$ cat src/design/gnp_pkg.sv
`default_nettype none
// ---------------------------------------------------------------------------
// gnp_pkg: shared types and constants for the gradient noise pixel block
// Grid size, fixed-point widths, request structs and the quintic fade table.
// ---------------------------------------------------------------------------
package gnp_pkg;

	// lattice size in cells
	localparam int GRID_COLS = 16;
	localparam int GRID_ROWS = 16;

	// cell index widths (cells 0..GRID-1)
	localparam int CELL_CW = (GRID_COLS > 1) ? $clog2(GRID_COLS) : 1;
	localparam int CELL_RW = (GRID_ROWS > 1) ? $clog2(GRID_ROWS) : 1;

	// corner store split into four parity banks
	localparam int BANK_COLS  = GRID_COLS / 2 + 1;
	localparam int BANK_ROWS  = GRID_ROWS / 2 + 1;
	localparam int BANK_DEPTH = BANK_COLS * BANK_ROWS;
	localparam int BANK_AW    = (BANK_DEPTH > 1) ? $clog2(BANK_DEPTH) : 1;

	// port widths
	localparam int PIX_W    = 12;
	localparam int CORNER_W = 5;
	localparam int CFG_W    = 4;
	localparam int NOISE_W  = 16;

	// fixed point
	localparam int FRAC_W  = 14;
	localparam int T_W     = 8;
	localparam int FADE_W  = 15;
	localparam int DOT_W   = 18;
	localparam int ONE_Q14 = 16384;

	localparam logic [CFG_W-1:0] CELL_LOG2_RESET = 4'd6;
	localparam logic [CFG_W-1:0] CELL_LOG2_MIN   = 4'd1;
	localparam logic [CFG_W-1:0] CELL_LOG2_MAX   = 4'd8;

	typedef enum logic {
		KIND_PIXEL = 1'b0,
		KIND_WRITE = 1'b1
	} kind_t;

	typedef enum logic [1:0] {
		GRAD_PP = 2'd0,
		GRAD_NP = 2'd1,
		GRAD_NN = 2'd2,
		GRAD_PN = 2'd3
	} grad_t;

	// gradient write request into the corner store
	typedef struct packed {
		logic                en;
		logic [CORNER_W-1:0] col;
		logic [CORNER_W-1:0] row;
		logic [1:0]          code;
	} grad_wr_t;

	// cell whose four corners are read
	typedef struct packed {
		logic [CELL_CW-1:0] cx;
		logic [CELL_RW-1:0] cy;
	} cell_rd_t;

	typedef logic [(1 << T_W)-1:0][FADE_W-1:0] fade_lut_t;

	// fade of t = k/256, rounded half up to Q1.14
	function automatic fade_lut_t fade_lut_build();
		fade_lut_t   lut;
		logic [63:0] kk;
		logic [63:0] poly;
		logic [63:0] num;
		logic [63:0] r;
		for (int k = 0; k < (1 << T_W); k++) begin
			kk   = 64'(k);
			poly = 64'd6 * kk * kk + 64'd655360 - 64'd3840 * kk;
			num  = kk * kk * kk * poly;
			r    = ((num << FRAC_W) + (64'd1 << 39)) >> 40;
			lut[k] = r[FADE_W-1:0];
		end
		return lut;
	endfunction

	localparam fade_lut_t FADE_LUT = fade_lut_build();

endpackage
`default_nettype wire

$ cat src/design/gnp_grad_store.sv
`default_nettype none
// ---------------------------------------------------------------------------
// gnp_grad_store: corner gradient store
// Four banks split by corner column and row parity, so the four corners of
// one cell are read in the same cycle, one read per bank. Read data is registered.
// ---------------------------------------------------------------------------
module gnp_grad_store (
	input  wire logic                  clk,
	input  wire gnp_pkg::grad_wr_t     wr,
	input  wire gnp_pkg::cell_rd_t     rd,
	output logic [3:0][1:0]            bank_code_s2
);
	import gnp_pkg::*;

	logic                wr_ok;
	logic [1:0]          wr_bank;
	logic [BANK_AW-1:0]  wr_addr;

	// decode the write request; drop corners outside the grid
	always_comb begin
		wr_ok   = wr.en && (int'(wr.col) <= GRID_COLS) && (int'(wr.row) <= GRID_ROWS);
		wr_bank = {wr.row[0], wr.col[0]};
		wr_addr = BANK_AW'(int'(wr.row[CORNER_W-1:1]) * BANK_COLS
			+ int'(wr.col[CORNER_W-1:1]));
	end

	for (genvar b = 0; b < 4; b++) begin : g_bank
		localparam logic CP = 1'(b % 2);
		localparam logic RP = 1'(b / 2);

		logic [1:0]         mem [BANK_DEPTH];
		logic [CELL_CW:0]   col_c;
		logic [CELL_RW:0]   row_c;
		logic [BANK_AW-1:0] rd_addr;

		// pick the corner of this parity next to the cell
		always_comb begin
			col_c   = {1'b0, rd.cx} + (CELL_CW+1)'(rd.cx[0] ^ CP);
			row_c   = {1'b0, rd.cy} + (CELL_RW+1)'(rd.cy[0] ^ RP);
			rd_addr = BANK_AW'(int'(row_c[CELL_RW:1]) * BANK_COLS + int'(col_c[CELL_CW:1]));
		end

		// write one corner
		always_ff @(posedge clk) begin
			if (wr_ok && wr_bank == 2'(b)) begin
				mem[wr_addr] <= wr.code;
			end
		end

		// registered read
		always_ff @(posedge clk) begin
			bank_code_s2[b] <= mem[rd_addr];
		end
	end

endmodule
`default_nettype wire

$ cat src/design/gradient_noise_pixel.sv
`default_nettype none
// ---------------------------------------------------------------------------
// gradient_noise_pixel: 2D gradient noise, one pixel per request
// Result: done goes high once a pixel request has passed stages 1 to 6 and
//   the output register; gradient writes give no result.
// Throughput: one request per clock; busy stays low, as the seven-stage
//   pipeline and the four-bank corner store take a request every cycle.
// Reset: arst_n clears the stage valid bits and sets cell_log2 to 6; the
//   gradient store is not cleared and must be loaded before any pixel.
// ---------------------------------------------------------------------------
module gradient_noise_pixel (
	input  wire logic                           clk,
	input  wire logic                           arst_n,
	input  wire logic                           start,
	output logic                                busy,
	input  wire logic                           kind,
	input  wire logic [gnp_pkg::PIX_W-1:0]      pixel_x,
	input  wire logic [gnp_pkg::PIX_W-1:0]      pixel_y,
	input  wire logic [gnp_pkg::CORNER_W-1:0]   corner_col,
	input  wire logic [gnp_pkg::CORNER_W-1:0]   corner_row,
	input  wire logic [1:0]                     grad_code,
	input  wire logic                           cfg_write,
	input  wire logic [gnp_pkg::CFG_W-1:0]      cfg_data,
	output logic                                done,
	output logic signed [gnp_pkg::NOISE_W-1:0]  noise_value
);
	import gnp_pkg::*;

	// dot of a diagonal gradient with an offset vector
	function automatic logic signed [DOT_W-1:0] grad_dot(
		input logic [1:0]               code,
		input logic signed [DOT_W-1:0]  dx,
		input logic signed [DOT_W-1:0]  dy
	);
		logic signed [DOT_W-1:0] r;
		case (grad_t'(code))
			GRAD_PP: r = dx + dy;
			GRAD_NP: r = dy - dx;
			GRAD_NN: r = -dx - dy;
			GRAD_PN: r = dx - dy;
			default: r = dx + dy;
		endcase
		return r;
	endfunction

	logic [CFG_W-1:0] cell_log2_q;
	logic             accept;
	logic             pix_req;
	grad_wr_t         wr_req;

	// stage 0 (request cycle)
	logic [CFG_W-1:0]  l_eff;
	logic [CFG_W-1:0]  sh_up;
	logic [PIX_W-1:0]  px_up, py_up;
	logic [PIX_W-1:0]  px_cell, py_cell;
	cell_rd_t          cell_s0;

	// stage 1
	logic              valid_s1;
	logic [T_W-1:0]    kx_s1, ky_s1;
	cell_rd_t          cell_s1;

	// stage 2
	logic              valid_s2;
	logic [T_W-1:0]    kx_s2, ky_s2;
	logic [FADE_W-1:0] sx_s2, sy_s2;
	logic              cxp_s2, cyp_s2;
	logic [3:0][1:0]   bank_code_s2;
	logic signed [DOT_W-1:0] dx0, dx1, dy0, dy1;
	logic signed [DOT_W-1:0] d00, d10, d01, d11;

	// stage 3
	logic              valid_s3;
	logic signed [DOT_W-1:0] d00_s3, d10_s3, d01_s3, d11_s3;
	logic [FADE_W-1:0] sx_s3, sy_s3;
	logic signed [DOT_W:0]   diff0, diff1;
	logic signed [34:0]      prod0, prod1;

	// stage 4
	logic              valid_s4;
	logic signed [34:0]      prod0_s4, prod1_s4;
	logic signed [DOT_W-1:0] a0_s4, a1_s4;
	logic [FADE_W-1:0] sy_s4;
	logic signed [34:0]      sum0, sum1;

	// stage 5
	logic              valid_s5;
	logic signed [18:0]      x0_s5, x1_s5;
	logic [FADE_W-1:0] sy_s5;
	logic signed [19:0]      diffy;
	logic signed [35:0]      prody;

	// stage 6
	logic              valid_s6;
	logic signed [35:0]      prody_s6;
	logic signed [18:0]      x0_s6;
	logic signed [35:0]      v;
	logic signed [NOISE_W-1:0] v_sat;

	// output
	logic                      done_q;
	logic signed [NOISE_W-1:0] noise_q;

	assign busy    = 1'b0;
	assign accept  = start && !busy;
	assign pix_req = accept && (kind_t'(kind) == KIND_PIXEL);

	// hold the cell size register
	always_ff @(posedge clk or negedge arst_n) begin
		if (!arst_n) begin
			cell_log2_q <= CELL_LOG2_RESET;
		end else if (cfg_write) begin
			cell_log2_q <= cfg_data;
		end
	end

	// route gradient writes straight to the store
	always_comb begin
		wr_req.en   = accept && (kind_t'(kind) == KIND_WRITE);
		wr_req.col  = corner_col;
		wr_req.row  = corner_row;
		wr_req.code = grad_code;
	end

	// split coordinate into cell and fraction, clamp the cell
	always_comb begin
		if (cell_log2_q < CELL_LOG2_MIN) begin
			l_eff = CELL_LOG2_MIN;
		end else if (cell_log2_q > CELL_LOG2_MAX) begin
			l_eff = CELL_LOG2_MAX;
		end else begin
			l_eff = cell_log2_q;
		end
		sh_up   = CFG_W'(T_W) - l_eff;
		px_up   = pixel_x << sh_up;
		py_up   = pixel_y << sh_up;
		px_cell = pixel_x >> l_eff;
		py_cell = pixel_y >> l_eff;
		cell_s0.cx = (int'(px_cell) > GRID_COLS - 1) ? CELL_CW'(GRID_COLS - 1)
			: px_cell[CELL_CW-1:0];
		cell_s0.cy = (int'(py_cell) > GRID_ROWS - 1) ? CELL_RW'(GRID_ROWS - 1)
			: py_cell[CELL_RW-1:0];
	end

	// advance stage 1
	always_ff @(posedge clk or negedge arst_n) begin
		if (!arst_n) begin
			valid_s1 <= 1'b0;
		end else begin
			valid_s1 <= pix_req;
		end
	end

	always_ff @(posedge clk) begin
		kx_s1   <= px_up[T_W-1:0];
		ky_s1   <= py_up[T_W-1:0];
		cell_s1 <= cell_s0;
	end

	gnp_grad_store u_store (
		.clk          (clk),
		.wr           (wr_req),
		.rd           (cell_s1),
		.bank_code_s2 (bank_code_s2)
	);

	// advance stage 2: fade lookup beside the corner read
	always_ff @(posedge clk or negedge arst_n) begin
		if (!arst_n) begin
			valid_s2 <= 1'b0;
		end else begin
			valid_s2 <= valid_s1;
		end
	end

	always_ff @(posedge clk) begin
		kx_s2  <= kx_s1;
		ky_s2  <= ky_s1;
		sx_s2  <= FADE_LUT[kx_s1];
		sy_s2  <= FADE_LUT[ky_s1];
		cxp_s2 <= cell_s1.cx[0];
		cyp_s2 <= cell_s1.cy[0];
	end

	// dot each corner gradient with its offset vector
	always_comb begin
		dx0 = $signed({{(DOT_W-T_W-(FRAC_W-T_W)){1'b0}}, kx_s2, {(FRAC_W-T_W){1'b0}}});
		dy0 = $signed({{(DOT_W-T_W-(FRAC_W-T_W)){1'b0}}, ky_s2, {(FRAC_W-T_W){1'b0}}});
		dx1 = dx0 - DOT_W'(ONE_Q14);
		dy1 = dy0 - DOT_W'(ONE_Q14);
		d00 = grad_dot(bank_code_s2[{cyp_s2, cxp_s2}], dx0, dy0);
		d10 = grad_dot(bank_code_s2[{cyp_s2, ~cxp_s2}], dx1, dy0);
		d01 = grad_dot(bank_code_s2[{~cyp_s2, cxp_s2}], dx0, dy1);
		d11 = grad_dot(bank_code_s2[{~cyp_s2, ~cxp_s2}], dx1, dy1);
	end

	// advance stage 3
	always_ff @(posedge clk or negedge arst_n) begin
		if (!arst_n) begin
			valid_s3 <= 1'b0;
		end else begin
			valid_s3 <= valid_s2;
		end
	end

	always_ff @(posedge clk) begin
		d00_s3 <= d00;
		d10_s3 <= d10;
		d01_s3 <= d01;
		d11_s3 <= d11;
		sx_s3  <= sx_s2;
		sy_s3  <= sy_s2;
	end

	// scale the x differences by the x fade
	always_comb begin
		diff0 = {d10_s3[DOT_W-1], d10_s3} - {d00_s3[DOT_W-1], d00_s3};
		diff1 = {d11_s3[DOT_W-1], d11_s3} - {d01_s3[DOT_W-1], d01_s3};
		prod0 = $signed({1'b0, sx_s3}) * diff0;
		prod1 = $signed({1'b0, sx_s3}) * diff1;
	end

	// advance stage 4
	always_ff @(posedge clk or negedge arst_n) begin
		if (!arst_n) begin
			valid_s4 <= 1'b0;
		end else begin
			valid_s4 <= valid_s3;
		end
	end

	always_ff @(posedge clk) begin
		prod0_s4 <= prod0;
		prod1_s4 <= prod1;
		a0_s4    <= d00_s3;
		a1_s4    <= d01_s3;
		sy_s4    <= sy_s3;
	end

	// round half up and add back to the left corner
	always_comb begin
		sum0 = {{(35-DOT_W){a0_s4[DOT_W-1]}}, a0_s4} + ((prod0_s4 + 35'sd8192) >>> FRAC_W);
		sum1 = {{(35-DOT_W){a1_s4[DOT_W-1]}}, a1_s4} + ((prod1_s4 + 35'sd8192) >>> FRAC_W);
	end

	// advance stage 5
	always_ff @(posedge clk or negedge arst_n) begin
		if (!arst_n) begin
			valid_s5 <= 1'b0;
		end else begin
			valid_s5 <= valid_s4;
		end
	end

	always_ff @(posedge clk) begin
		x0_s5 <= sum0[18:0];
		x1_s5 <= sum1[18:0];
		sy_s5 <= sy_s4;
	end

	// scale the y difference by the y fade
	always_comb begin
		diffy = {x1_s5[18], x1_s5} - {x0_s5[18], x0_s5};
		prody = $signed({1'b0, sy_s5}) * diffy;
	end

	// advance stage 6
	always_ff @(posedge clk or negedge arst_n) begin
		if (!arst_n) begin
			valid_s6 <= 1'b0;
		end else begin
			valid_s6 <= valid_s5;
		end
	end

	always_ff @(posedge clk) begin
		prody_s6 <= prody;
		x0_s6    <= x0_s5;
	end

	// final blend and saturate to plus or minus one
	always_comb begin
		v = 36'(x0_s6) + ((prody_s6 + 36'sd8192) >>> FRAC_W);
		if (v > 36'sd16384) begin
			v_sat = NOISE_W'(ONE_Q14);
		end else if (v < -36'sd16384) begin
			v_sat = -NOISE_W'(ONE_Q14);
		end else begin
			v_sat = v[NOISE_W-1:0];
		end
	end

	// drive the result strobe and value
	always_ff @(posedge clk or negedge arst_n) begin
		if (!arst_n) begin
			done_q <= 1'b0;
		end else begin
			done_q <= valid_s6;
		end
	end

	always_ff @(posedge clk) begin
		noise_q <= v_sat;
	end

	assign done        = done_q;
	assign noise_value = noise_q;

`ifndef SYNTHESIS
	a_latency: assert property (@(posedge clk) disable iff (!arst_n)
		valid_s1 |-> ##6 done)
		else $error("pixel request did not reach the output on time");

	a_range: assert property (@(posedge clk) disable iff (!arst_n)
		done |-> (noise_value <= 16'sd16384 && noise_value >= -16'sd16384))
		else $error("noise value out of range");

	a_fade: assert property (@(posedge clk) disable iff (!arst_n)
		valid_s3 |-> (int'(sx_s3) <= ONE_Q14 && int'(sy_s3) <= ONE_Q14))
		else $error("fade above one");
`endif

endmodule
`default_nettype wire

$ cat config.mk
export PLATFORM = sky130hd
export DESIGN_NAME = gradient_noise_pixel
export DESIGN_NICKNAME = d
export VERILOG_FILES = /design/src/design/gnp_pkg.sv /design/src/design/gnp_grad_store.sv /design/src/design/gradient_noise_pixel.sv
export SDC_FILE = /design/constraint.sdc
export NUM_CORES = 2
export LEC_CHECK = 0
export BUFFER_PORTS_ARGS = -buffer_cell sky130_fd_sc_hd__buf_2
export CAP_MARGIN = 10
export CORE_MARGIN = 1
export CORE_UTILIZATION = 50
export DETAILED_ROUTE_END_ITERATION = 10
export HOLD_SLACK_MARGIN = 0.05
export PLACE_DENSITY = 0.73
export SETUP_SLACK_MARGIN = 0.2
export SLEW_MARGIN = 10
export SYNTH_ARGS = -nofsm -noshare
export SYNTH_HDL_FRONTEND = slang
export SYNTH_SLANG_ARGS = --single-unit
$ cat constraint.sdc
create_clock -name clk -period 9.1 [get_ports clk]
set_input_delay 0.91 -clock clk [delete_from_list [all_inputs] [get_ports clk]]
set_output_delay 0.91 -clock clk [all_outputs]
set_load 0.05 [all_outputs]
==> flow_metrics.tcl <==
set metrics [dict create \
    status "completed" \
    hold_violations 0 \
    fp-row-count 142 \
    ios 63 \
    crit_type "flop to flop" \
    numCtsBuffers 100 \
    cp_common_cell "fa_1" \
    synth-simple-area-share_pct 12.9 \
    cp-end-kind "flop" \
    synth-compound-area-share_pct 8.99 \
    grtUsageMet3_pct 5.11 \
    dieArea_um2 153000 \
    max_slew_margin_pct 9.25 \
    viasPerCell 5.88 \
    vias 54321 \
    synth.area.top_cells "edfxtp_1 (25%), fa_1 (18%), dfxtp_1 (9.1%)" \
    setup_viol 0 \
    synth_xor_area_share_pct 3.22 \
    routedWlPerCell_um 21.4 \
    final_area_um2 81500 \
    arrival_ps 8840 \
    rsz0062_at_grt "no" \
    numPortBuffers 61 \
    max-cap-violations 0 \
    dieHeight_um 391 \
    path_max_fanout 15 \
    synth.yosys.warnings 0 \
    synth_ff_type "edfxtp_1" \
    final.setup.worst_slack_ps 833 \
    r2r-start "d00_s3[7]$_DFF_P_" \
    synth-adder-area-share_pct 25.3 \
    finish.utilization_pct 54.4 \
    hpwl_mm 141 \
    wirelength_mm 198 \
    area_delta_synth_final_pct 7.84 \
    top_usage_layer "met2" \
    cts_tree "done" \
    grt_usage_pct 26.1 \
    synth_area_um2 75600 \
    firstDrtPassIters 10 \
    antenna_found_initial 4 \
    avgSynthCellArea_um2 10.5 \
    netlist_instances 7215 \
    clk_pin_slew_worst_paths_ps 60 \
    slew_viol_final 0 \
    holdCritStartpoint "sy_s3[2]$_DFF_P_" \
    use_met2_pct 41.6 \
    dpl-instance-area_um2 78000 \
    critPathBufInv 5 \
    ys_async_sr_fraction_pct 1.11 \
    cts-root-buf "clkbuf_16" \
    critical_path.startpoint "d00_s3[7]$_DFF_P_" \
    start_util_pct 50.4 \
    fin_crit_ps 8270 \
    grt_overflow 0 \
    grt_max_degree 125 \
    synth.area.mux_share_pct 7.99 \
    synth_top_area_share_pct 25.4 \
    grtUsageMet1_pct 35.5 \
    core_um2 150000 \
    drtIter0Drc 5755 \
    postCtsSetupBuffers 0 \
    tightest_slew_ps 1360 \
    synth_top_family_by_area "adder cells" \
    clock_latency_ps 750 \
    cpPeakStageDelay_ps 610 \
    route.detailed.drc 0 \
    fin_nets 8292 \
    route.antenna.remaining_nets 0 \
    cp_slowest_cell "fa_1" \
    crit_family "adder cells" \
    synth-seq-cells 994 \
    gp_congestion 0.969 \
    cts.sink_count 994 \
    synth.distinct_cells 98 \
    period_share_pct 90.8 \
    fmax_ghz 0.121 \
    critPathRequiredTime_ps 9670 \
    cp-start-kind "flop" \
    hold_path_class "flop to flop" \
    layout-drive-gt1-share_pct 8.97 \
    clock_path_buffers 3 \
    grt_pass1_wl_mm 311 \
    dieWidth_um 391 \
    finClkSkew_ps 69.6 \
    yosysSeqAreaShare_pct 34.9 \
    synth_edf_count 640 \
    synth_largest_area_cell "edfxtp_1" \
    place_ws_ps 597 \
    htreeDepth 3 \
    grt_pass1_vias 55369 \
    tns_ps 0 \
]
-- area by class of cell --
class                      instances  area [um^2]
timing repair buffer             168         1140
sequential                       994        26400
fill                           12677        68400
multi-input combinational       4921        44400
clock inverter                    71          873
clock buffer                     118         2610
antenna                            1         2.50
tap                             2016         2520
inverter                         953         3580
-- timing repair --
item                                    CTS  global route
endpoints found under the hold margin     9             0
resized for setup                         0             3
endpoints found under the setup margin    0             1
hold buffers                              1             0
-- cell usage after synthesis, types with 27 or more instances --
cell type	n
o21ai_0	220
dfxtp_1	343
a21oi_1	296
nor2_1	656
o21a_1	44
a31oi_1	59
and3_1	35
mux2i_1	71
clkbuf_1	287
nand3_1	88
buf_1	75
ha_1	417
nor3_1	101
o211ai_1	55
nor2b_1	90
edfxtp_1	640
o31ai_1	27
xor2_1	66
xnor2_1	210
and2_1	318
fa_1	692
mux4_2	229
nand2b_1	44
inv_1	943
a21o_1	36
a211oi_1	76
nand2_1	700
-- cell families after synthesis --
| logic type | count (synthesis) |
|---|---|
| AND/OR/NAND/NOR | 2134 |
| buffers and inverters | 1326 |
| adder cells (fa/ha/maj) | 1115 |
| AO/OA/AOI/OAI | 1052 |
| flip-flops | 994 |
| multiplexers | 315 |
| XOR/XNOR | 277 |
| other | 2 |
-- per-stage QoR --
step / std cells / hold slack (ps)
global route: 9241 / 314
global placement: 9050 / 310
detailed placement: 9050 / 312
CTS: 9240 / 312
finish: 9242 / 307
floorplan: 7241 / 310
-- routing by layer --
layer / wire length (um) / vias to the layer above
li1: - / 24186
met1: 80400 / 26913
met2: 92300 / 2735
met3: 18300 / 483
met4: 6720 / 4
met5: 45 / -
-- path summary, 6_finish.rpt --
kind	end	slack, ps	depth (start not counted)
worst max-delay path	prod0_s4[32]$_DFF_P_	830	27
worst min-delay path	sy_s4[2]$_DFF_P_	310	0
max in group asynchronous	cell_log2_q[1]$_DFFE_PN1P_	8270	2
worst min register to register	sy_s4[2]$_DFF_P_	310	0
min in group asynchronous	cell_log2_q[3]$_DFFE_PN0P_	580	2
worst max register to register	prod0_s4[32]$_DFF_P_	830	27
-- sequential cells by signal (all words and copies together), names as in the netlist, 11 cells and up --
name	count
prod1_s4	20
sx_s2	15
sx_s3	15
sy_s2	15
sy_s4	15
prody_s6	23
prod0_s4	20
x1_s5	19
d01_s3	11
d00_s3	11
d10_s3	11
x0_s5	19
a1_s4	12
sy_s3	15
x0_s6	19
d11_s3	11
u_store.g_bank.mem	640
noise_value	16
a0_s4	11
sy_s5	15
-- placed cells by master (no fill, tap or decap), drive strengths merged, types with 35 or more instances in the layout --
cell    instances
inv           952
nand2         700
fa            692
nor2          657
edfxtp        640
ha            417
dfxtp         343
and2          319
a21oi         297
o21ai         232
mux4          229
xnor2         211
buf           165
clkbuf        120
nor3          101
nor2b          90
nand3          88
a211oi         76
mux2i          71
xor2           66
a31oi          59
o211ai         55
clkinv         51
nand2b         44
o21a           44
a21o           38
o22ai          36
and3           35
Power is not shown: default switching activity piles up to over one toggle a cycle in this logic, so the estimate is an artifact.
